[config.mk]
export PLATFORM = sky130hd
export DESIGN_NAME = mbn_front
export DESIGN_NICKNAME = d
export VERILOG_FILES = /design/src/rtl/mbn_pkg.sv /design/src/rtl/mbn_front.sv
export SDC_FILE = /design/constraint.sdc
export NUM_CORES = 1
export LEC_CHECK = 0
export ABC_AREA = 1
export ABC_CLOCK_PERIOD_IN_PS = 5500
export BUFFER_PORTS_ARGS = -buffer_cell sky130_fd_sc_hd__buf_2
export CAP_MARGIN = 20
export CELL_PAD_IN_SITES_DETAIL_PLACEMENT = 1
export CELL_PAD_IN_SITES_GLOBAL_PLACEMENT = 2
export CORE_MARGIN = 5
export CORE_UTILIZATION = 36
export DETAILED_ROUTE_END_ITERATION = 8
export PLACE_DENSITY_LB_ADDON = 0.1
export SLEW_MARGIN = 10
export SYNTH_ARGS = -nofsm -noshare
export SYNTH_HDL_FRONTEND = slang
export SYNTH_SLANG_ARGS = --single-unit
[constraint.sdc]
create_clock -name clk_i -period 5.5 [get_ports clk_i]
set_input_delay 0.55 -clock clk_i [delete_from_list [all_inputs] [get_ports clk_i]]
set_output_delay 0.55 -clock clk_i [all_outputs]
set_load 0.1 [all_outputs]
[src/rtl/mbn_pkg.sv]
// Shared types and constants of the bounding box normalizer.
package mbn_pkg;

  // Width of the stored reciprocal of the largest extent
  localparam int RECIP_W = 32;
  localparam logic [RECIP_W-1:0] RECIP_MAX = '1;

  // Command kinds sorted by the front end
  typedef enum logic [1:0] {
    CMD_MEASURE,
    CMD_MEASURE_END,
    CMD_TRANSFORM,
    CMD_TRANSFORM_END
  } cmd_kind_e;

  // Head of the command queue as seen by the back end
  typedef struct packed {
    logic      valid;
    cmd_kind_e kind;
  } cmd_status_t;

  // Reciprocal unit status
  typedef struct packed {
    logic busy;
    logic done;
  } recip_status_t;

endpackage

[src/rtl/mbn_front.sv]
// Front end: accepts vertices, sorts them into command kinds and queues them.
module mbn_front import mbn_pkg::*; #(
  parameter int COORD_BITS = 32
) (
  input  logic                         clk_i,
  input  logic                         rst_ni,
  input  logic                         in_valid_i,
  output logic                         in_ready_o,
  input  logic                         opcode_i,
  input  logic signed [COORD_BITS-1:0] x_i,
  input  logic signed [COORD_BITS-1:0] y_i,
  input  logic signed [COORD_BITS-1:0] z_i,
  input  logic                         last_i,
  output cmd_status_t                  cmd_o,
  output logic signed [COORD_BITS-1:0] cmd_x_o,
  output logic signed [COORD_BITS-1:0] cmd_y_o,
  output logic signed [COORD_BITS-1:0] cmd_z_o,
  input  logic                         pop_i
);

  localparam int DEPTH = 4;
  localparam int PTR_W = 2;
  localparam int CNT_W = 3;

  cmd_kind_e                    kind_mem [DEPTH];
  logic signed [COORD_BITS-1:0] x_mem    [DEPTH];
  logic signed [COORD_BITS-1:0] y_mem    [DEPTH];
  logic signed [COORD_BITS-1:0] z_mem    [DEPTH];

  logic [PTR_W-1:0] wr_ptr_q, wr_ptr_d;
  logic [PTR_W-1:0] rd_ptr_q, rd_ptr_d;
  logic [CNT_W-1:0] count_q, count_d;
  logic             push;
  cmd_kind_e        kind;

  assign in_ready_o = (count_q != CNT_W'(DEPTH));
  assign push       = in_valid_i & in_ready_o;

  // Classify the incoming vertex
  always_comb begin
    if (opcode_i) begin
      kind = last_i ? CMD_TRANSFORM_END : CMD_TRANSFORM;
    end else begin
      kind = last_i ? CMD_MEASURE_END : CMD_MEASURE;
    end
  end

  // Queue storage
  always_ff @(posedge clk_i) begin
    if (push) begin
      kind_mem[wr_ptr_q] <= kind;
      x_mem[wr_ptr_q]    <= x_i;
      y_mem[wr_ptr_q]    <= y_i;
      z_mem[wr_ptr_q]    <= z_i;
    end
  end

  // Pointers and fill count
  always_comb begin
    wr_ptr_d = push  ? wr_ptr_q + 1'b1 : wr_ptr_q;
    rd_ptr_d = pop_i ? rd_ptr_q + 1'b1 : rd_ptr_q;
    case ({push, pop_i})
      2'b10:   count_d = count_q + 1'b1;
      2'b01:   count_d = count_q - 1'b1;
      default: count_d = count_q;
    endcase
  end

  always_ff @(posedge clk_i or negedge rst_ni) begin
    if (!rst_ni) begin
      wr_ptr_q <= '0;
      rd_ptr_q <= '0;
      count_q  <= '0;
    end else begin
      wr_ptr_q <= wr_ptr_d;
      rd_ptr_q <= rd_ptr_d;
      count_q  <= count_d;
    end
  end

  // Queue head
  assign cmd_o.valid = (count_q != '0);
  assign cmd_o.kind  = kind_mem[rd_ptr_q];
  assign cmd_x_o     = x_mem[rd_ptr_q];
  assign cmd_y_o     = y_mem[rd_ptr_q];
  assign cmd_z_o     = z_mem[rd_ptr_q];

endmodule

==> results.cfg <==
[sta]
drv_slew = 0
rsz0062_at_grt = no
final.min_clock_period_ns = 3.85
fmax_mhz = 260
finalCritPeriodShare_pct = 70.0
fin_skew_ns = 0.0107
fin_ws_ns = 1.65
tightest_slew_ns = 1.03
finalSetupViolations = 0
slew_headroom_pct = 31.0
hold_viol = 0
holdWs_ns = 0.212
fin_tns_setup_ns = 0

[cells_and_area]
syn2layout_area_growth_pct = 15.9
mostFrequentLayoutCell = edfxtp_1
drive_gt1_share_pct = 22.1
fillerInstances = 4739
final_cell_mix = 392 x edfxtp_1, 305 x nand2_1, 208 x inv_1
fin_nets = 1497

[synth]
yosysTopAreaCell = edfxtp_1
yosysWarningCount = 0
syn_area_mm2 = 0.0163
synthFlopType = edfxtp_1
async_flop_share_pct = 1.75
synth-seq-cells = 399
synth_top_area_share_pct = 72.0
synth_edf_count = 392
yosysSeqAreaShare_pct = 73.1
syn_area_per_cell_um2 = 13.7
netlist-cell-type-count = 19
synthCells = 1194
synthTopCellsByArea = edfxtp_1 72%, o211ai_1 7.0%, nand2_1 7.0%, inv_1 4.8%, o211ai_2 3.3%
postSynthNetCount = 1302

[global_routing]
grt_max_degree = 222
antenna_found_initial = 8
grt_pass1_wl_um = 58200
gr-total-overflow = 0
grt_use_total_pct = 15.0
grt_pass1_vias = 9978

[job]
drv_cap = 0

[setup_path]
end_kind = output port
crit_top_cell = buf_4
worstSetupStartpointType = register
r2r-start = count_q[0]
crit-reg2reg-capture = x_mem[2][12]
critPathArrivalTime_ns = 3.30
required_ns = 4.95
reg2reg_depth = 5
r2r_setup_slack_ns = 3.02
slowest_stage = dfrtp_4
crit_type = reg2out
cp_cell_sequence = buf_4, buf_4, o211ai_1, nand2_1, buf_2
critPathMaxFanout = 35
cp_slowest_stage_delay_ns = 0.76

[worst_hold_path]
hold_end = z_mem[0][24]
hold_class = in2reg
min_path_cells = 1
hp-start = z_i[24]

[routing]
drc = 0
firstDrtPassIters = 6
wl_per_cell_um = 18.8
drt_wl_total_um = 38100
num_vias = 9547
detail-route-antenna-nets = 0
avgViaCountPerCell = 4.72
first_iter_violations = 414

[die]
coreArea_mm2 = 0.0452
fp.dieH_um = 223
dieArea_mm2 = 0.0498
ios = 202
initial_core_util_pct = 36.2
rows = 78
die_w_um = 223

[placed_design]
place_ws_ns = 2.16
io_buffers = 201
dp_hpwl_um = 22100
place_congestion = 0.683

[clocking]
clockRootBuffer = clkbuf_16
cts_tree = done
post_cts_resized = 0
clkTransAtPathRegs_ns = 0.06
clkSinkCount = 399
clockBufferDepth = 3
insertion_delay_ns = 0.55
cts_htree_levels = 2
post_cts_buffers = 0
cts-buffers-inserted = 44
cts_hold_buf = 1

[status]
outcome = complete, no violations
==> worst max path at each step <==
stage	from	cells past startpoint	end
floorplan	count_q[0]	4	kind_mem[0][0]
finish	rd_ptr_q[1]	5	cmd_z_o[5]
global placement	rd_ptr_q[1]	5	cmd_z_o[4]
global route	rd_ptr_q[1]	5	cmd_y_o[6]
detailed placement	rd_ptr_q[1]	5	cmd_z_o[4]
CTS	rd_ptr_q[1]	5	cmd_z_o[4]
==> layer usage <==
metal	vias to the layer above	GRT usage, %	part of all wire (%)
met2	168	25.0	48
met3	74	3.53	4.7
met5	-	0	0.22
met4	12	4.94	2.8
met1	4744	19.5	44
li1	4549	-	-
==> logic make-up (layout without fill, tap and decap cells) <==
kind of cell / Yosys count / count (layout) / share of synthesized area [%]
fa+ha+maj: 6 / 6 / 0.505
simple gates: 315 / 315 / 7.29
xor+xnor: 3 / 3 / 0.161
other cells: 0 / 3 / 0
flops: 399 / 399 / 73.1
buf+inv: 274 / 501 / 8.60
compound gates: 197 / 197 / 10.4
==> synthesized netlist by cell type, types with 2 or more instances <==
cell type,n
nand2_1,305
inv_1,208
nor2_1,4
nand3_1,5
buf_2,18
o211ai_2,43
buf_4,2
xor2_1,2
ha_1,5
edfxtp_1,392
o211ai_1,153
buf_6,44
dfrtp_1,7
==> registers in the layout, summed over array words and instances (netlist names) <==
name,count
count_q,3
kind_mem,8
rd_ptr_q,2
wr_ptr_q,2
x_mem,128
y_mem,128
z_mem,128
==> final cells by class <==
cell class / instances / area [µm²] / share of cell area (%)
clock buffer: 57 / 1170 / 6.18
inverter: 209 / 790 / 4.17
antenna: 3 / 7.51 / 0.0396
tap: 600 / 751 / 3.96
clock inverter: 21 / 86.3 / 0.456
multi-input combinational: 521 / 3020 / 16.0
sequential: 399 / 12000 / 63.1
timing repair buffer: 214 / 1160 / 6.11
==> worst max-delay path, delay by kind of cell (launching register included) <==
family | cells | cell delay (ns)
buf+inv | 3 | 1.64
flops | 1 | 0.76
compound gates | 1 | 0.18
simple gates | 1 | 0.16
==> per-stage QoR <==
step | utilization (%) | instances | instance area [µm²]
after global routing | 41.9 | 2021 | 18900
after global placement | 39.1 | 1942 | 17700
after detailed placement | 39.1 | 1942 | 17700
final | 41.9 | 2024 | 18900
after CTS | 41.9 | 2021 | 18900
after floorplan | - | 1194 | 16300
Power is not shown: default switching activity piles up to over one toggle a cycle in this logic, so the estimate is an artifact.
