## src/rtl/mbn_pkg.sv

```systemverilog
// Shared types and constants of the bounding box normalizer.
package mbn_pkg;

  // Width of the stored reciprocal of the largest extent
  localparam int RECIP_W = 32;
  localparam logic [RECIP_W-1:0] RECIP_MAX = '1;

  // Command kinds sorted by the front end
  typedef enum logic [1:0] {
    CMD_MEASURE,
    CMD_MEASURE_END,
    CMD_TRANSFORM,
    CMD_TRANSFORM_END
  } cmd_kind_e;

  // Head of the command queue as seen by the back end
  typedef struct packed {
    logic      valid;
    cmd_kind_e kind;
  } cmd_status_t;

  // Reciprocal unit status
  typedef struct packed {
    logic busy;
    logic done;
  } recip_status_t;

endpackage

```

## src/rtl/mbn_recip.sv

```systemverilog
// Radix-2 restoring divider forming round(2^(2*FRAC_BITS) / extent), saturated.
module mbn_recip import mbn_pkg::*; #(
  parameter int COORD_BITS = 32,
  parameter int FRAC_BITS  = 16
) (
  input  logic                  clk_i,
  input  logic                  rst_ni,
  input  logic                  start_i,
  input  logic [COORD_BITS-1:0] divisor_i,
  output recip_status_t         stat_o,
  output logic [RECIP_W-1:0]    quot_o
);

  localparam int NUM_W = ((2*FRAC_BITS > COORD_BITS-1) ? 2*FRAC_BITS : COORD_BITS-1) + 1;
  localparam int CNT_W = $clog2(NUM_W+1);
  localparam int QW    = (NUM_W > RECIP_W) ? NUM_W : RECIP_W;

  logic             busy_q, busy_d;
  logic             done_q, done_d;
  logic [CNT_W-1:0] cnt_q, cnt_d;

  // Numerator shifts out at the top while quotient bits enter at the bottom
  logic [NUM_W-1:0]      num_q;
  logic [COORD_BITS-1:0] rem_q;
  logic [COORD_BITS-1:0] div_q;
  logic [COORD_BITS:0]   r_shift;
  logic [COORD_BITS:0]   r_sub;
  logic                  ge;
  logic [QW-1:0]         q_ext;

  assign r_shift = {rem_q, num_q[NUM_W-1]};
  assign r_sub   = r_shift - {1'b0, div_q};
  assign ge      = (r_shift >= {1'b0, div_q});

  // Step counter
  always_comb begin
    busy_d = busy_q;
    done_d = 1'b0;
    cnt_d  = cnt_q;
    if (start_i) begin
      busy_d = 1'b1;
      cnt_d  = CNT_W'(NUM_W);
    end else if (busy_q) begin
      cnt_d = cnt_q - 1'b1;
      if (cnt_q == CNT_W'(1)) begin
        busy_d = 1'b0;
        done_d = 1'b1;
      end
    end
  end

  always_ff @(posedge clk_i or negedge rst_ni) begin
    if (!rst_ni) begin
      busy_q <= 1'b0;
      done_q <= 1'b0;
      cnt_q  <= '0;
    end else begin
      busy_q <= busy_d;
      done_q <= done_d;
      cnt_q  <= cnt_d;
    end
  end

  // One quotient bit per cycle; numerator carries the rounding half
  always_ff @(posedge clk_i) begin
    if (start_i) begin
      num_q <= (NUM_W'(1) << (2*FRAC_BITS)) + NUM_W'(divisor_i >> 1);
      rem_q <= '0;
      div_q <= divisor_i;
    end else if (busy_q) begin
      num_q <= {num_q[NUM_W-2:0], ge};
      rem_q <= ge ? r_sub[COORD_BITS-1:0] : r_shift[COORD_BITS-1:0];
    end
  end

  // Saturate to the reciprocal width
  assign q_ext  = QW'(num_q);
  assign quot_o = (q_ext > QW'(RECIP_MAX)) ? RECIP_MAX : q_ext[RECIP_W-1:0];

  assign stat_o.busy = busy_q;
  assign stat_o.done = done_q;

endmodule

```

## config.mk

```make
export PLATFORM = sky130hd
export DESIGN_NAME = mbn_recip
export DESIGN_NICKNAME = d
export VERILOG_FILES = /design/src/rtl/mbn_pkg.sv /design/src/rtl/mbn_recip.sv
export SDC_FILE = /design/constraint.sdc
export NUM_CORES = 1
export LEC_CHECK = 0
export ABC_AREA = 1
export BUFFER_PORTS_ARGS = -buffer_cell sky130_fd_sc_hd__buf_4
export CORE_MARGIN = 4
export CORE_UTILIZATION = 31
export DETAILED_ROUTE_END_ITERATION = 12
export PLACE_DENSITY = 0.58
export SYNTH_ARGS = -nofsm -noshare
export SYNTH_HDL_FRONTEND = slang
export SYNTH_SLANG_ARGS = --single-unit
```

## constraint.sdc

```tcl
create_clock -name clk_i -period 5.4 [get_ports clk_i]
set_input_delay 0.54 -clock clk_i [delete_from_list [all_inputs] [get_ports clk_i]]
set_output_delay 0.54 -clock clk_i [all_outputs]
set_load 0.005 [all_outputs]
```

==> metrics.json <==
{
  "result_of_the_run": "finished, final reports clean",
  "syn_area_mm2": 0.00708,
  "seq_area_frac_synth_pct": 39.4,
  "fmaxAchievable_ghz": 0.329,
  "timing.rr.start": "rem_q[29]",
  "tritoncts_num_sinks": 105,
  "critPathKind": "flop to flop",
  "clock_path_buffers": 2,
  "antenna_violating_nets_post_route": 0,
  "layout_min_cycle_time_ns": 3.04,
  "vias_in_the_first_global_route": 6064,
  "place_hpwl_um": 13700,
  "nets": 1156,
  "ys_ff_latch": 105,
  "total_via_count_after_detailed_routing": 6251,
  "cells_after_synth": 1029,
  "most_area_consuming_cells_after_synthesis": "edfxtp_1 28%, nand2_1 20%, inv_1 11%, dfxtp_1 9.0%, ha_1 6.0%",
  "synth_top_cell_by_area": "edfxtp_1",
  "critical_path.reg2reg.endpoint": "rem_q[18]",
  "clock_power_share_pct": 20.6,
  "design.core.area_mm2": 0.0226,
  "placementRows": 55,
  "worst_clock_skew_ns": 0.0139,
  "num_antenna_cells": 0,
  "synth.top_cell.area_share_pct": 27.6,
  "worst_ir_drop_vdd_v": 0.000221,
  "wl_um": 17900,
  "cp-startpoint": "rem_q[29]",
  "globalRouteTotalUtil_pct": 14.3,
  "drt_iter0_markers": 436,
  "swShare_pct": 41.8,
  "critical_path.max_stage_delay_ns": 0.75,
  "port_buffers": 68,
  "cts_tree": "done",
  "sequential_power_share_pct": 32.7,
  "post-cts-setup-buffer-count": 0,
  "crit_slowest_cell": "nor2_4",
  "total_nets_after_synthesis": 1099,
  "worst_margin_pin_slew_ns": 0.993,
  "tritonroute_pass_1_iters": 5,
  "synthToLayoutAreaGrowth_pct": 15.0,
  "worstPathArrival_ns": 3.33,
  "worst-r2r-cell-count": 12,
  "synth.cells.most_frequent": "376 x nand2_1, 214 x inv_1, 81 x nand3_1, 65 x edfxtp_1, 41 x nor2_1",
  "fp.dieW_um": 159,
  "drv_cap": 0,
  "ff_to_ff_setup_slack_ns": 2.36,
  "fp.dieH_um": 159,
  "grt_start_max_net_pins": 98,
  "global_route.overflow_total": 0,
  "post_synth.cell_area_avg_um2": 6.88,
  "cts_buffers": 9,
  "async_flop_share_pct": 7.62,
  "clk_latency_ns": 0.36,
  "hold_ws_ns": 0.361,
  "worstSetupStartpointType": "flop",
  "die-area_mm2": 0.0253,
  "via_per_inst": 4.54,
  "postSynth.topFlopCell": "edfxtp_1",
  "comb_power_share_pct": 46.7,
  "critical_path_required_ns": 5.70,
  "power.density_mw_per_mm2": 408,
  "grt_setup_unrepaired": "no",
  "fill_cells": 2443,
  "setup_tns_ns": 0,
  "crit_fanout": 34,
  "io_pins": 69,
  "timing_max_transition_violations_final": 0,
  "drc": 0,
  "timing.critical_path.cells": "ha_1, nand2_1, inv_1, nand2_1, inv_1, a21oi_1, nand2_1, nor2_4, nand2_4, nand2_1, nand3_1, nand2_1",
  "internal_power_uw": 1930,
  "synth_unique_cells": 39,
  "final_hold_viol_count": 0,
  "setup_violations": 0,
  "setup.worst_path.end": "rem_q[18]",
  "power.leakage_uw": 0.00429,
  "post_route_clock_period_utilization_pct": 56.3,
  "min-delay-path-class": "input port to flop",
  "clkTransAtPathRegs_ns": 0.08,
  "power_switching_uw": 1390,
  "worstHoldPathCells": 1,
  "warnings_from_yosys": 0,
  "floorplan.initialDensity_pct": 31.4,
  "routed_wire_length_per_instance_um": 13.0,
  "end_kind": "flop",
  "relSlewSlack_pct": 33.8,
  "utilization_pct": 36.1,
  "cpMostUsedCell": "nand2_1",
  "post-synth-top-count-cell": "nand2_1",
  "cts.htree.levels": 3,
  "cts-hold-fix-buffers": 1,
  "globalplace.congestion": 0.894,
  "synth_edf_count": 65,
  "grt_pass1_wl_um": 30000,
  "cts_resized": 0,
  "cts.root.buffer_cell": "clkbuf_16",
  "initial_antenna_violation_count": 0,
  "post_route_cells_drive_above_1_share_pct": 10.2
}
==> critical path, delay by kind of cell (launching register included) <==
kind | cells | cell delay, ns
AND/OR/NAND/NOR | 8 | 1.95
AO/OA/AOI/OAI | 1 | 0.15
adder cells (fa/ha/maj) | 1 | 0.41
buffers and inverters | 2 | 0.11
flip-flops | 1 | 0.33
==> worst min path at each step <==
stage | start | end
finish | divisor_i[12] | div_q[12]
global route | divisor_i[13] | div_q[13]
CTS | divisor_i[12] | div_q[12]
detailed placement | rst_ni | cnt_q[3]
global placement | rst_ni | cnt_q[3]
floorplan | rst_ni | busy_q
==> state kept, by name, indices dropped and copies added, names as in the netlist <==
name,count
rem_q,32
busy_q,1
cnt_q,6
done_q,1
num_q,33
div_q,32
==> power groups by stage <==
stage          registers, uW  logic [uW]  clock network, uW
5_1_grt                 1110        1770                736
4_1_cts                 1090        1550                708
2_1_floorplan           1080        1170                  0
6_report                1090        1550                685
3_3_place_gp            1100        1540                  0
3_5_place_dp            1100        1540                  0
==> cell usage in the layout (no fill, tap or decap), types with 9 or more instances in the layout <==
cell type,synthesis,layout
ha_1,34,34
xnor2_1,13,13
nand2_1,376,376
nand3_1,81,81
o21ai_0,39,39
inv_1,214,213
nor2_1,41,40
nand3b_1,15,15
dfxtp_1,32,32
clkbuf_16,0,9
a21oi_1,26,26
edfxtp_1,65,65
buf_4,3,72
==> metal layers <==
layer  up-vias  part of all wire, %  global-route usage, %
met5         -                    0                      0
met4         0                  1.6                   4.06
met3        20                  4.1                   2.28
met2       109                   45                   23.7
met1      2830                   49                   19.5
li1       3292                    -                      -
==> stage by stage <==
stage | power [uW] | cell area [um^2] | setup WS, ns | instances
CTS | 3350 | 8140 | 2.40 | 1376
finish | 3320 | 8140 | 2.36 | 1376
global placement | 2640 | 7830 | 2.44 | 1359
global route | 3610 | 8140 | 2.15 | 1376
floorplan | 2250 | 7080 | 2.88 | 1029
detailed placement | 2650 | 7830 | 2.41 | 1359
==> kinds of logic after synthesis <==
family / synth area share [%]
buffers and inverters: 13.7
adder cells (fa/ha/maj): 6.29
AND/OR/NAND/NOR: 32.8
XOR/XNOR: 1.86
AO/OA/AOI/OAI: 5.99
flip-flops: 39.4
==> final cells by class <==
cell class,instances,area [um^2],share of cell area (%)
Sequential cell,105,2790,34.3
Timing Repair Buffer,73,551,6.76
Clock buffer,10,229,2.81
Tap cell,285,357,4.38
Inverter,218,818,10.0
Clock inverter,6,75.1,0.922
Multi-Input combinational cell,679,3320,40.8
Power figures use the tool's default switching activity.
