[src/rtl/mbn_pkg.sv]
// Shared types and constants of the bounding box normalizer.
package mbn_pkg;

  // Width of the stored reciprocal of the largest extent
  localparam int RECIP_W = 32;
  localparam logic [RECIP_W-1:0] RECIP_MAX = '1;

  // Command kinds sorted by the front end
  typedef enum logic [1:0] {
    CMD_MEASURE,
    CMD_MEASURE_END,
    CMD_TRANSFORM,
    CMD_TRANSFORM_END
  } cmd_kind_e;

  // Head of the command queue as seen by the back end
  typedef struct packed {
    logic      valid;
    cmd_kind_e kind;
  } cmd_status_t;

  // Reciprocal unit status
  typedef struct packed {
    logic busy;
    logic done;
  } recip_status_t;

endpackage

[src/rtl/mbn_back.sv]
// Back end: bounds tracking, extent selection and per-axis scaling of vertices.
module mbn_back import mbn_pkg::*; #(
  parameter int COORD_BITS = 32,
  parameter int FRAC_BITS  = 16
) (
  input  logic                         clk_i,
  input  logic                         rst_ni,
  input  cmd_status_t                  cmd_i,
  input  logic signed [COORD_BITS-1:0] cmd_x_i,
  input  logic signed [COORD_BITS-1:0] cmd_y_i,
  input  logic signed [COORD_BITS-1:0] cmd_z_i,
  output logic                         pop_o,
  output logic                         recip_start_o,
  output logic [COORD_BITS-1:0]        recip_div_o,
  input  recip_status_t                recip_stat_i,
  input  logic [RECIP_W-1:0]           recip_quot_i,
  output logic                         out_valid_o,
  input  logic                         out_ready_i,
  output logic [COORD_BITS-1:0]        norm_x_o,
  output logic [COORD_BITS-1:0]        norm_y_o,
  output logic [COORD_BITS-1:0]        norm_z_o,
  output logic                         degenerate_o,
  output logic                         last_o
);

  localparam int DD_W  = COORD_BITS + 2;
  localparam int LIMB_W = 32;
  localparam int MAG_W = 2 * LIMB_W;
  localparam int ACC_W = MAG_W + LIMB_W;
  localparam int SENTINEL_INT = 1000;

  localparam longint CMAX     = (longint'(1) <<< (COORD_BITS-1)) - 1;
  localparam longint SENT_RAW = longint'(SENTINEL_INT) <<< FRAC_BITS;
  localparam longint SENT     = (SENT_RAW > CMAX) ? CMAX : SENT_RAW;
  localparam longint SENT_NEG = (SENT < CMAX) ? -SENT : -SENT - 1;
  localparam logic signed [COORD_BITS-1:0] LOW_INIT  = COORD_BITS'(SENT);
  localparam logic signed [COORD_BITS-1:0] HIGH_INIT = COORD_BITS'(SENT_NEG);

  localparam logic [ACC_W-1:0] RND     = ACC_W'(1) << FRAC_BITS;
  localparam logic [ACC_W-1:0] LIM_POS = ACC_W'(CMAX);
  localparam logic [ACC_W-1:0] LIM_NEG = ACC_W'(CMAX) + 1'b1;

  // Axis codes
  localparam logic [1:0] AXIS_X = 2'd0;
  localparam logic [1:0] AXIS_Y = 2'd1;
  localparam logic [1:0] AXIS_Z = 2'd2;

  // Sequencer states
  localparam logic [3:0] S_IDLE   = 4'd0;
  localparam logic [3:0] S_EXT    = 4'd1;
  localparam logic [3:0] S_MAX    = 4'd2;
  localparam logic [3:0] S_DIV    = 4'd3;
  localparam logic [3:0] S_MAG    = 4'd4;
  localparam logic [3:0] S_MUL_LO = 4'd5;
  localparam logic [3:0] S_MUL_HI = 4'd6;
  localparam logic [3:0] S_ACC    = 4'd7;
  localparam logic [3:0] S_SAT    = 4'd8;
  localparam logic [3:0] S_OUT    = 4'd9;

  logic [3:0] state_q, state_d;
  logic [1:0] axis_q, axis_d;
  logic       out_valid_q, out_valid_d;

  logic signed [COORD_BITS-1:0] low_x_q, low_x_d, high_x_q, high_x_d;
  logic signed [COORD_BITS-1:0] low_y_q, low_y_d, high_y_q, high_y_d;
  logic signed [COORD_BITS-1:0] low_z_q, low_z_d, high_z_q, high_z_d;
  logic [RECIP_W-1:0]           inv_q, inv_d;
  logic                         zero_q, zero_d;

  logic is_xf;

  // Datapath registers
  logic [DD_W-1:0]       dd_x_q, dd_y_q, dd_z_q;
  logic                  last_q;
  logic [COORD_BITS-1:0] ext_x_q, ext_y_q, ext_z_q;
  logic                  neg_q;
  logic [MAG_W-1:0]      mag_q;
  logic [MAG_W-1:0]      prod_q;
  logic [ACC_W-1:0]      acc_q;
  logic [COORD_BITS-1:0] norm_x_q, norm_y_q, norm_z_q;
  logic [COORD_BITS-1:0] out_x_q, out_y_q, out_z_q;
  logic                  out_deg_q, out_last_q;

  // Combinational helpers
  logic [DD_W-1:0]       dd_x, dd_y, dd_z;
  logic [COORD_BITS:0]   dy_half;
  logic [COORD_BITS:0]   ex_full, ey_full, ez_full;
  logic [COORD_BITS-1:0] e_xy, e_max;
  logic [DD_W-1:0]       dd_sel, mag;
  logic [LIMB_W-1:0]     limb;
  logic [MAG_W-1:0]      limb_prod;
  logic [ACC_W-1:0]      q_full, lim, q_sat;
  logic [COORD_BITS-1:0] q_c, res;
  logic                  out_load;

  assign is_xf = (cmd_i.kind == CMD_TRANSFORM) || (cmd_i.kind == CMD_TRANSFORM_END);

  // Doubled differences against the centers and the y base
  assign dd_x = {cmd_x_i[COORD_BITS-1], cmd_x_i, 1'b0}
              - {{2{low_x_q[COORD_BITS-1]}}, low_x_q}
              - {{2{high_x_q[COORD_BITS-1]}}, high_x_q};
  assign dy_half = {cmd_y_i[COORD_BITS-1], cmd_y_i} - {low_y_q[COORD_BITS-1], low_y_q};
  assign dd_y = {dy_half, 1'b0};
  assign dd_z = {cmd_z_i[COORD_BITS-1], cmd_z_i, 1'b0}
              - {{2{low_z_q[COORD_BITS-1]}}, low_z_q}
              - {{2{high_z_q[COORD_BITS-1]}}, high_z_q};

  // Extents and their maximum
  assign ex_full = {high_x_q[COORD_BITS-1], high_x_q} - {low_x_q[COORD_BITS-1], low_x_q};
  assign ey_full = {high_y_q[COORD_BITS-1], high_y_q} - {low_y_q[COORD_BITS-1], low_y_q};
  assign ez_full = {high_z_q[COORD_BITS-1], high_z_q} - {low_z_q[COORD_BITS-1], low_z_q};
  assign e_xy  = (ext_y_q > ext_x_q) ? ext_y_q : ext_x_q;
  assign e_max = (ext_z_q > e_xy) ? ext_z_q : e_xy;
  assign recip_div_o = e_max;

  // Magnitude of the selected axis
  always_comb begin
    case (axis_q)
      AXIS_X:  dd_sel = dd_x_q;
      AXIS_Y:  dd_sel = dd_y_q;
      AXIS_Z:  dd_sel = dd_z_q;
      default: dd_sel = dd_x_q;
    endcase
    mag = dd_sel[DD_W-1] ? (~dd_sel + 1'b1) : dd_sel;
  end

  // Shared limb multiplier: low limb first, then high limb
  assign limb      = (state_q == S_MUL_HI) ? mag_q[MAG_W-1:LIMB_W] : mag_q[LIMB_W-1:0];
  assign limb_prod = MAG_W'(limb) * MAG_W'(inv_q);

  // Round, saturate and restore the sign
  always_comb begin
    q_full = acc_q >> (FRAC_BITS + 1);
    lim    = neg_q ? LIM_NEG : LIM_POS;
    q_sat  = (q_full > lim) ? lim : q_full;
    q_c    = q_sat[COORD_BITS-1:0];
    res    = neg_q ? (~q_c + 1'b1) : q_c;
  end

  assign out_load = (state_q == S_OUT) && (!out_valid_q || out_ready_i);

  // Sequencer and architectural state
  always_comb begin
    state_d       = state_q;
    axis_d        = axis_q;
    pop_o         = 1'b0;
    recip_start_o = 1'b0;
    out_valid_d   = out_valid_q & ~out_ready_i;
    low_x_d  = low_x_q;  high_x_d = high_x_q;
    low_y_d  = low_y_q;  high_y_d = high_y_q;
    low_z_d  = low_z_q;  high_z_d = high_z_q;
    inv_d    = inv_q;
    zero_d   = zero_q;
    case (state_q)
      S_IDLE: begin
        if (cmd_i.valid) begin
          pop_o = 1'b1;
          if (is_xf) begin
            axis_d  = AXIS_X;
            state_d = S_MAG;
          end else begin
            if (cmd_x_i < low_x_q)  low_x_d  = cmd_x_i;
            if (cmd_x_i > high_x_q) high_x_d = cmd_x_i;
            if (cmd_y_i < low_y_q)  low_y_d  = cmd_y_i;
            if (cmd_y_i > high_y_q) high_y_d = cmd_y_i;
            if (cmd_z_i < low_z_q)  low_z_d  = cmd_z_i;
            if (cmd_z_i > high_z_q) high_z_d = cmd_z_i;
            if (cmd_i.kind == CMD_MEASURE_END) state_d = S_EXT;
          end
        end
      end
      S_EXT: state_d = S_MAX;
      S_MAX: begin
        if (e_max == '0) begin
          zero_d  = 1'b1;
          inv_d   = '0;
          state_d = S_IDLE;
        end else begin
          recip_start_o = 1'b1;
          state_d       = S_DIV;
        end
      end
      S_DIV: begin
        if (recip_stat_i.done) begin
          inv_d   = recip_quot_i;
          zero_d  = 1'b0;
          state_d = S_IDLE;
        end
      end
      S_MAG:    state_d = S_MUL_LO;
      S_MUL_LO: state_d = S_MUL_HI;
      S_MUL_HI: state_d = S_ACC;
      S_ACC:    state_d = S_SAT;
      S_SAT: begin
        if (axis_q == AXIS_Z) begin
          state_d = S_OUT;
        end else begin
          axis_d  = axis_q + 1'b1;
          state_d = S_MAG;
        end
      end
      S_OUT: begin
        if (out_load) begin
          out_valid_d = 1'b1;
          state_d     = S_IDLE;
          // End of a vertex set: restart the bounds
          if (last_q) begin
            low_x_d  = LOW_INIT;  high_x_d = HIGH_INIT;
            low_y_d  = LOW_INIT;  high_y_d = HIGH_INIT;
            low_z_d  = LOW_INIT;  high_z_d = HIGH_INIT;
          end
        end
      end
      default: state_d = S_IDLE;
    endcase
  end

  always_ff @(posedge clk_i or negedge rst_ni) begin
    if (!rst_ni) begin
      state_q     <= S_IDLE;
      axis_q      <= AXIS_X;
      out_valid_q <= 1'b0;
      low_x_q  <= LOW_INIT;  high_x_q <= HIGH_INIT;
      low_y_q  <= LOW_INIT;  high_y_q <= HIGH_INIT;
      low_z_q  <= LOW_INIT;  high_z_q <= HIGH_INIT;
      inv_q    <= '0;
      zero_q   <= 1'b0;
    end else begin
      state_q     <= state_d;
      axis_q      <= axis_d;
      out_valid_q <= out_valid_d;
      low_x_q  <= low_x_d;  high_x_q <= high_x_d;
      low_y_q  <= low_y_d;  high_y_q <= high_y_d;
      low_z_q  <= low_z_d;  high_z_q <= high_z_d;
      inv_q    <= inv_d;
      zero_q   <= zero_d;
    end
  end

  // Datapath: two 32-bit limb products per axis, then round and saturate
  always_ff @(posedge clk_i) begin
    case (state_q)
      S_IDLE: begin
        if (cmd_i.valid && is_xf) begin
          dd_x_q <= dd_x;
          dd_y_q <= dd_y;
          dd_z_q <= dd_z;
          last_q <= (cmd_i.kind == CMD_TRANSFORM_END);
        end
      end
      S_EXT: begin
        ext_x_q <= ex_full[COORD_BITS-1:0];
        ext_y_q <= ey_full[COORD_BITS-1:0];
        ext_z_q <= ez_full[COORD_BITS-1:0];
      end
      S_MAG: begin
        neg_q <= dd_sel[DD_W-1];
        mag_q <= MAG_W'(mag);
      end
      S_MUL_LO: prod_q <= limb_prod;
      S_MUL_HI: begin
        acc_q  <= ACC_W'(prod_q) + RND;
        prod_q <= limb_prod;
      end
      S_ACC: acc_q <= acc_q + {prod_q, {LIMB_W{1'b0}}};
      S_SAT: begin
        case (axis_q)
          AXIS_X:  norm_x_q <= res;
          AXIS_Y:  norm_y_q <= res;
          AXIS_Z:  norm_z_q <= res;
          default: norm_x_q <= res;
        endcase
      end
      S_OUT: begin
        if (out_load) begin
          out_x_q    <= norm_x_q;
          out_y_q    <= norm_y_q;
          out_z_q    <= norm_z_q;
          out_deg_q  <= zero_q;
          out_last_q <= last_q;
        end
      end
      default: ;
    endcase
  end

  assign out_valid_o  = out_valid_q;
  assign norm_x_o     = out_x_q;
  assign norm_y_o     = out_y_q;
  assign norm_z_o     = out_z_q;
  assign degenerate_o = out_deg_q;
  assign last_o       = out_last_q;

  // Checks
  a_pop_needs_cmd: assert property (@(posedge clk_i) disable iff (!rst_ni)
    pop_o |-> cmd_i.valid)
    else $error("queue popped while empty");

  a_done_in_div: assert property (@(posedge clk_i) disable iff (!rst_ni)
    recip_stat_i.done |-> (state_q == S_DIV))
    else $error("reciprocal finished outside the divide wait");

  a_start_when_free: assert property (@(posedge clk_i) disable iff (!rst_ni)
    recip_start_o |-> !recip_stat_i.busy)
    else $error("reciprocal restarted while busy");

  a_hold_on_stall: assert property (@(posedge clk_i) disable iff (!rst_ni)
    (state_q == S_OUT && out_valid_q && !out_ready_i) |=> (state_q == S_OUT))
    else $error("result overwritten while output stalled");

endmodule

[config.mk]
export PLATFORM = sky130hd
export DESIGN_NAME = mbn_back
export DESIGN_NICKNAME = d
export VERILOG_FILES = /design/src/rtl/mbn_pkg.sv /design/src/rtl/mbn_back.sv
export SDC_FILE = /design/constraint.sdc
export NUM_CORES = 2
export LEC_CHECK = 0
export ABC_AREA = 1
export BUFFER_PORTS_ARGS = -buffer_cell sky130_fd_sc_hd__buf_2
export CORE_MARGIN = 3
export CORE_UTILIZATION = 30
export DETAILED_ROUTE_END_ITERATION = 12
export HOLD_SLACK_MARGIN = 0.06
export PLACE_DENSITY_LB_ADDON = 0.2
export SETUP_SLACK_MARGIN = 0.5
export SYNTH_ARGS = -nofsm -noshare
export SYNTH_HDL_FRONTEND = slang
export SYNTH_SLANG_ARGS = --single-unit
[constraint.sdc]
create_clock -name clk_i -period 10.82 [get_ports clk_i]
set_input_delay 1.082 -clock clk_i [delete_from_list [all_inputs] [get_ports clk_i]]
set_output_delay 1.082 -clock clk_i [all_outputs]
set_load 0.005 [all_outputs]
==> results.txt <==
----------------------------------------------------
[Run status]
  Result of the run ... finished clean

[Global route]
  Largest net degree at the start of global routing ... 71
  Number of antenna violations at the first check in global routing ... 26
  Via count of the first global-routing pass ... 73022
  Global-route wire length before repair ... 466 mm
  Total track usage ... 21.1%
  Total global routing overflow ... 0

[Logic synthesis]
  Netlist cell types ... 61
  Mapped Avg Cell Area ... 8.54 um^2
  Number of warnings printed during yosys synthesis ... 0
  Top flip-flop cell by instance count after synthesis ... sky130_fd_sc_hd__edfxtp_1
  Combined area of all synthesized cells ... 86200 um^2
  Proportion of register bits with asynchronous set or reset after synthesis ... 28.9%
  Synthesized flop and latch total ... 802
  Number of flops mapped to enable cells by yosys ... 570
  Post-synthesis cell count ... 10096
  Post-Synthesis Net Count ... 12036
  Portion of the post-synthesis area used by sequential elements ... 26.7%

[Placement]
  Number of placed cells counting well taps ... 14011
  Port buffer count ... 267
  Detailed Place HPWL ... 255 mm
  Placer Congestion ... 0.965

[Cells and area]
  Final cell count without fillers ... 14210
  Area growth from synthesis to layout ... 11.5%
  Fraction of final layout cells with drive strength greater than 1 ... 6.90%
  Total number of nets in the final design ... 12292

[Floorplan]
  Standard-cell row count ... 196
  Die area ... 294000 um^2
  Die W ... 542 um
  Area inside the core boundary ... 285000 um^2
  Top Ports ... 269
  Starting utilization of the core area ... 30.2%
  Die boundary height ... 542 um

[STA]
  Setup repair after global routing missed its margin ... no
  Headroom to the max-slew limit ... 6.55%
  Sum Neg Setup Slack ... 0 ps
  Final Setup Violations ... 0
  Fin. max-slew vios ... 0
  Final Skew ... 110 ps
  Share of the clock period used by the worst path ... 90.8%
  Max Freq ... 102 MHz
  Final hold violation count ... 0
  Worst-Margin Slew ... 1400 ps
  Post-route minimum period ... 9820 ps

[CTS]
  CTS clk-pin slew, worst paths ... 60 ps
  Clock net sink count ... 802
  Skew-Pair Late Insertion Delay ... 790 ps
  CTS Root Buffer Type ... sky130_fd_sc_hd__clkbuf_16
  Clock tree from TritonCTS ... yes
  Deepest level of the CTS H-tree ... 3
  Clock buffers created by TritonCTS ... 98
  Number of buffers on the longest clock path ... 3

[Critical path]
  Critical path's slowest cell ... sky130_fd_sc_hd__fa_1
  Arrival time reported for the critical path endpoint ... 10280 ps
  Crit path required time ... 11280 ps
  Maximum cell stage delay along the critical path ... 570 ps
  Cell repeated most along the worst path ... sky130_fd_sc_hd__fa_1
  Worst-path maximum fanout ... 17
  Sort of element at the end of the critical path ... flop
  Worst Setup Start Kind ... flop
  WS Path Type ... reg -> reg

[Drt]
  DR vias ... 69385
  Number of DRC violations after detailed routing ... 0
  Routed via count divided by cell count ... 4.88
  Avg WL per Cell ... 21.9 um
  DR pass1 iterations ... 5
  Final wirelength ... 311 mm
  Detailed router's first-iteration violation count ... 4692
  Antenna-violating nets left ... 0

[Job]
  # Max-Cap Violations ... 0

[Worst hold path]
  Path class of the lowest-slack min-delay path ... in -> async

----------------------------------------------------
[cell usage after synthesis, types with 10 or more instances]
cell	n	area share [%]
sky130_fd_sc_hd__edfxtp_1	570	20
sky130_fd_sc_hd__o211ai_1	21	0.18
sky130_fd_sc_hd__clkbuf_1	230	1.0
sky130_fd_sc_hd__or2_1	20	0.15
sky130_fd_sc_hd__a31oi_1	74	0.54
sky130_fd_sc_hd__dfstp_2	42	1.3
sky130_fd_sc_hd__and2_1	32	0.23
sky130_fd_sc_hd__inv_2	12	0.052
sky130_fd_sc_hd__o21ai_1	80	0.46
sky130_fd_sc_hd__a221o_1	25	0.29
sky130_fd_sc_hd__a21oi_1	568	3.3
sky130_fd_sc_hd__a211oi_1	12	0.10
sky130_fd_sc_hd__o21bai_1	25	0.22
sky130_fd_sc_hd__clkinv_1	19	0.083
sky130_fd_sc_hd__buf_2	37	0.21
sky130_fd_sc_hd__a21o_1	16	0.14
sky130_fd_sc_hd__a221oi_1	18	0.18
sky130_fd_sc_hd__fa_1	965	22
sky130_fd_sc_hd__inv_1	1825	7.9
sky130_fd_sc_hd__o221ai_1	13	0.13
sky130_fd_sc_hd__nor4_1	35	0.25
sky130_fd_sc_hd__xor2_1	249	2.5
sky130_fd_sc_hd__nand3_1	280	1.6
sky130_fd_sc_hd__nor3_1	75	0.44
sky130_fd_sc_hd__dfrtp_1	190	5.5
sky130_fd_sc_hd__nand4_1	69	0.50
sky130_fd_sc_hd__o21a_1	44	0.38
sky130_fd_sc_hd__nand2_1	1885	8.2
sky130_fd_sc_hd__ha_1	839	12
sky130_fd_sc_hd__nand3b_1	10	0.087
sky130_fd_sc_hd__a21boi_0	19	0.17
sky130_fd_sc_hd__buf_1	12	0.052
sky130_fd_sc_hd__xnor2_1	76	0.77
sky130_fd_sc_hd__nor2_1	1173	5.1
sky130_fd_sc_hd__o21ai_0	457	2.7
[cells in the final DEF (no fill, tap or decap), types with 20 or more instances in the layout]
master and n:
sky130_fd_sc_hd__nand3_1 280, sky130_fd_sc_hd__buf_2 266, sky130_fd_sc_hd__o21ai_1 79, sky130_fd_sc_hd__xnor2_1 76, sky130_fd_sc_hd__o21a_1 44, sky130_fd_sc_hd__dfstp_2 42
sky130_fd_sc_hd__nand2_1 1881, sky130_fd_sc_hd__nor3_1 74, sky130_fd_sc_hd__o21bai_1 25, sky130_fd_sc_hd__ha_1 839, sky130_fd_sc_hd__fa_1 965, sky130_fd_sc_hd__nand4_1 69
sky130_fd_sc_hd__edfxtp_1 570, sky130_fd_sc_hd__or2_1 20, sky130_fd_sc_hd__nor2_1 1164, sky130_fd_sc_hd__xor2_1 249, sky130_fd_sc_hd__a31oi_1 74, sky130_fd_sc_hd__clkinv_1 29
sky130_fd_sc_hd__a221o_1 25, sky130_fd_sc_hd__dfrtp_1 190, sky130_fd_sc_hd__nor4_1 35, sky130_fd_sc_hd__o211ai_1 21, sky130_fd_sc_hd__a21oi_1 567, sky130_fd_sc_hd__buf_4 173
sky130_fd_sc_hd__clkbuf_16 98, sky130_fd_sc_hd__o21ai_0 456, sky130_fd_sc_hd__and2_1 32, sky130_fd_sc_hd__inv_1 1821
[final timing paths]
kind                                         from                      end  slack (ps)  depth (start not counted)
setup / recovery           state_q[2]$_DFFE_PN0P_     prod_q[60]$_DFFE_PP_        1000                         32
hold / removal                             rst_ni  low_z_q[20]$_DFFE_PN0P_         250                          1
setup reg to reg           state_q[2]$_DFFE_PN0P_     prod_q[60]$_DFFE_PP_        1000                         32
hold reg to reg             norm_x_q[4]$_DFFE_PP_    norm_x_o[4]$_DFFE_PP_         420                          0
max in group asynchronous                  rst_ni     inv_q[0]$_DFFE_PN0P_        8530                          3
min in group clk_i          norm_x_q[4]$_DFFE_PP_    norm_x_o[4]$_DFFE_PP_         420                          0
[what timing repair did]
action,in CTS,in global routing
gates resized for setup,0,2
hold buffers,0,0
setup endpoints to repair,0,8
setup buffers,0,3
[flip-flops by register name, summed over array words and instances, names as in the netlist, 33 cells and up]
signal and count:
dd_x_q 34, mag_q 34, dd_y_q 33, acc_q 79, prod_q 64, dd_z_q 34
[per-layer routing]
metal	GRT usage (%)	wire, um	vias up	part of all wire, %
met3	2.86	16300	538	5.2
met5	0	35	-	0.011
met2	35.9	148000	1953	48
met4	9.94	17400	4	5.6
met1	26.4	129000	34397	41
li1	-	-	32493	-
[worst max-delay path: cells and delay by family (launching register included)]
family                   cells  cell delay (ps)
flip-flops                   1              390
buffers and inverters       10             1280
AO/OA/AOI/OAI                4             1520
AND/OR/NAND/NOR              9             1720
adder cells (fa/ha/maj)      9             4550
[stage by stage]
stage | area, um^2 | worst slack [ps] | util, % | hold slack [ps]
2_1_floorplan | 86200 | 2050 | - | 400
5_1_grt | 96100 | 597 | 33.7 | 237
3_5_place_dp | 92500 | 684 | 32.4 | 405
4_1_cts | 96000 | 623 | 33.6 | 200
3_3_place_gp | 92500 | 616 | 32.4 | 402
6_report | 96100 | 995 | 33.7 | 249
[area by class of cell]
type / instances / area [um^2]
clock buffers: 110 / 2530
well taps: 3762 / 4710
flip-flops and latches: 802 / 23000
fillers: 30067 / 189000
diodes: 10 / 25.0
inverters: 1857 / 6980
multi-input cells: 7149 / 55200
clock inverters: 76 / 956
repair buffers: 444 / 2730
[cell families after synthesis]
family,after synthesis,share of synthesized area [%]
adder cells (fa/ha/maj),1804,34.6
multiplexers,2,0.0261
AND/OR/NAND/NOR,3620,16.9
AO/OA/AOI/OAI,1398,9.02
XOR/XNOR,325,3.30
flip-flops,802,26.7
buffers and inverters,2145,9.46
Power is not shown: default switching activity piles up to over one toggle a cycle in this logic, so the estimate is an artifact.
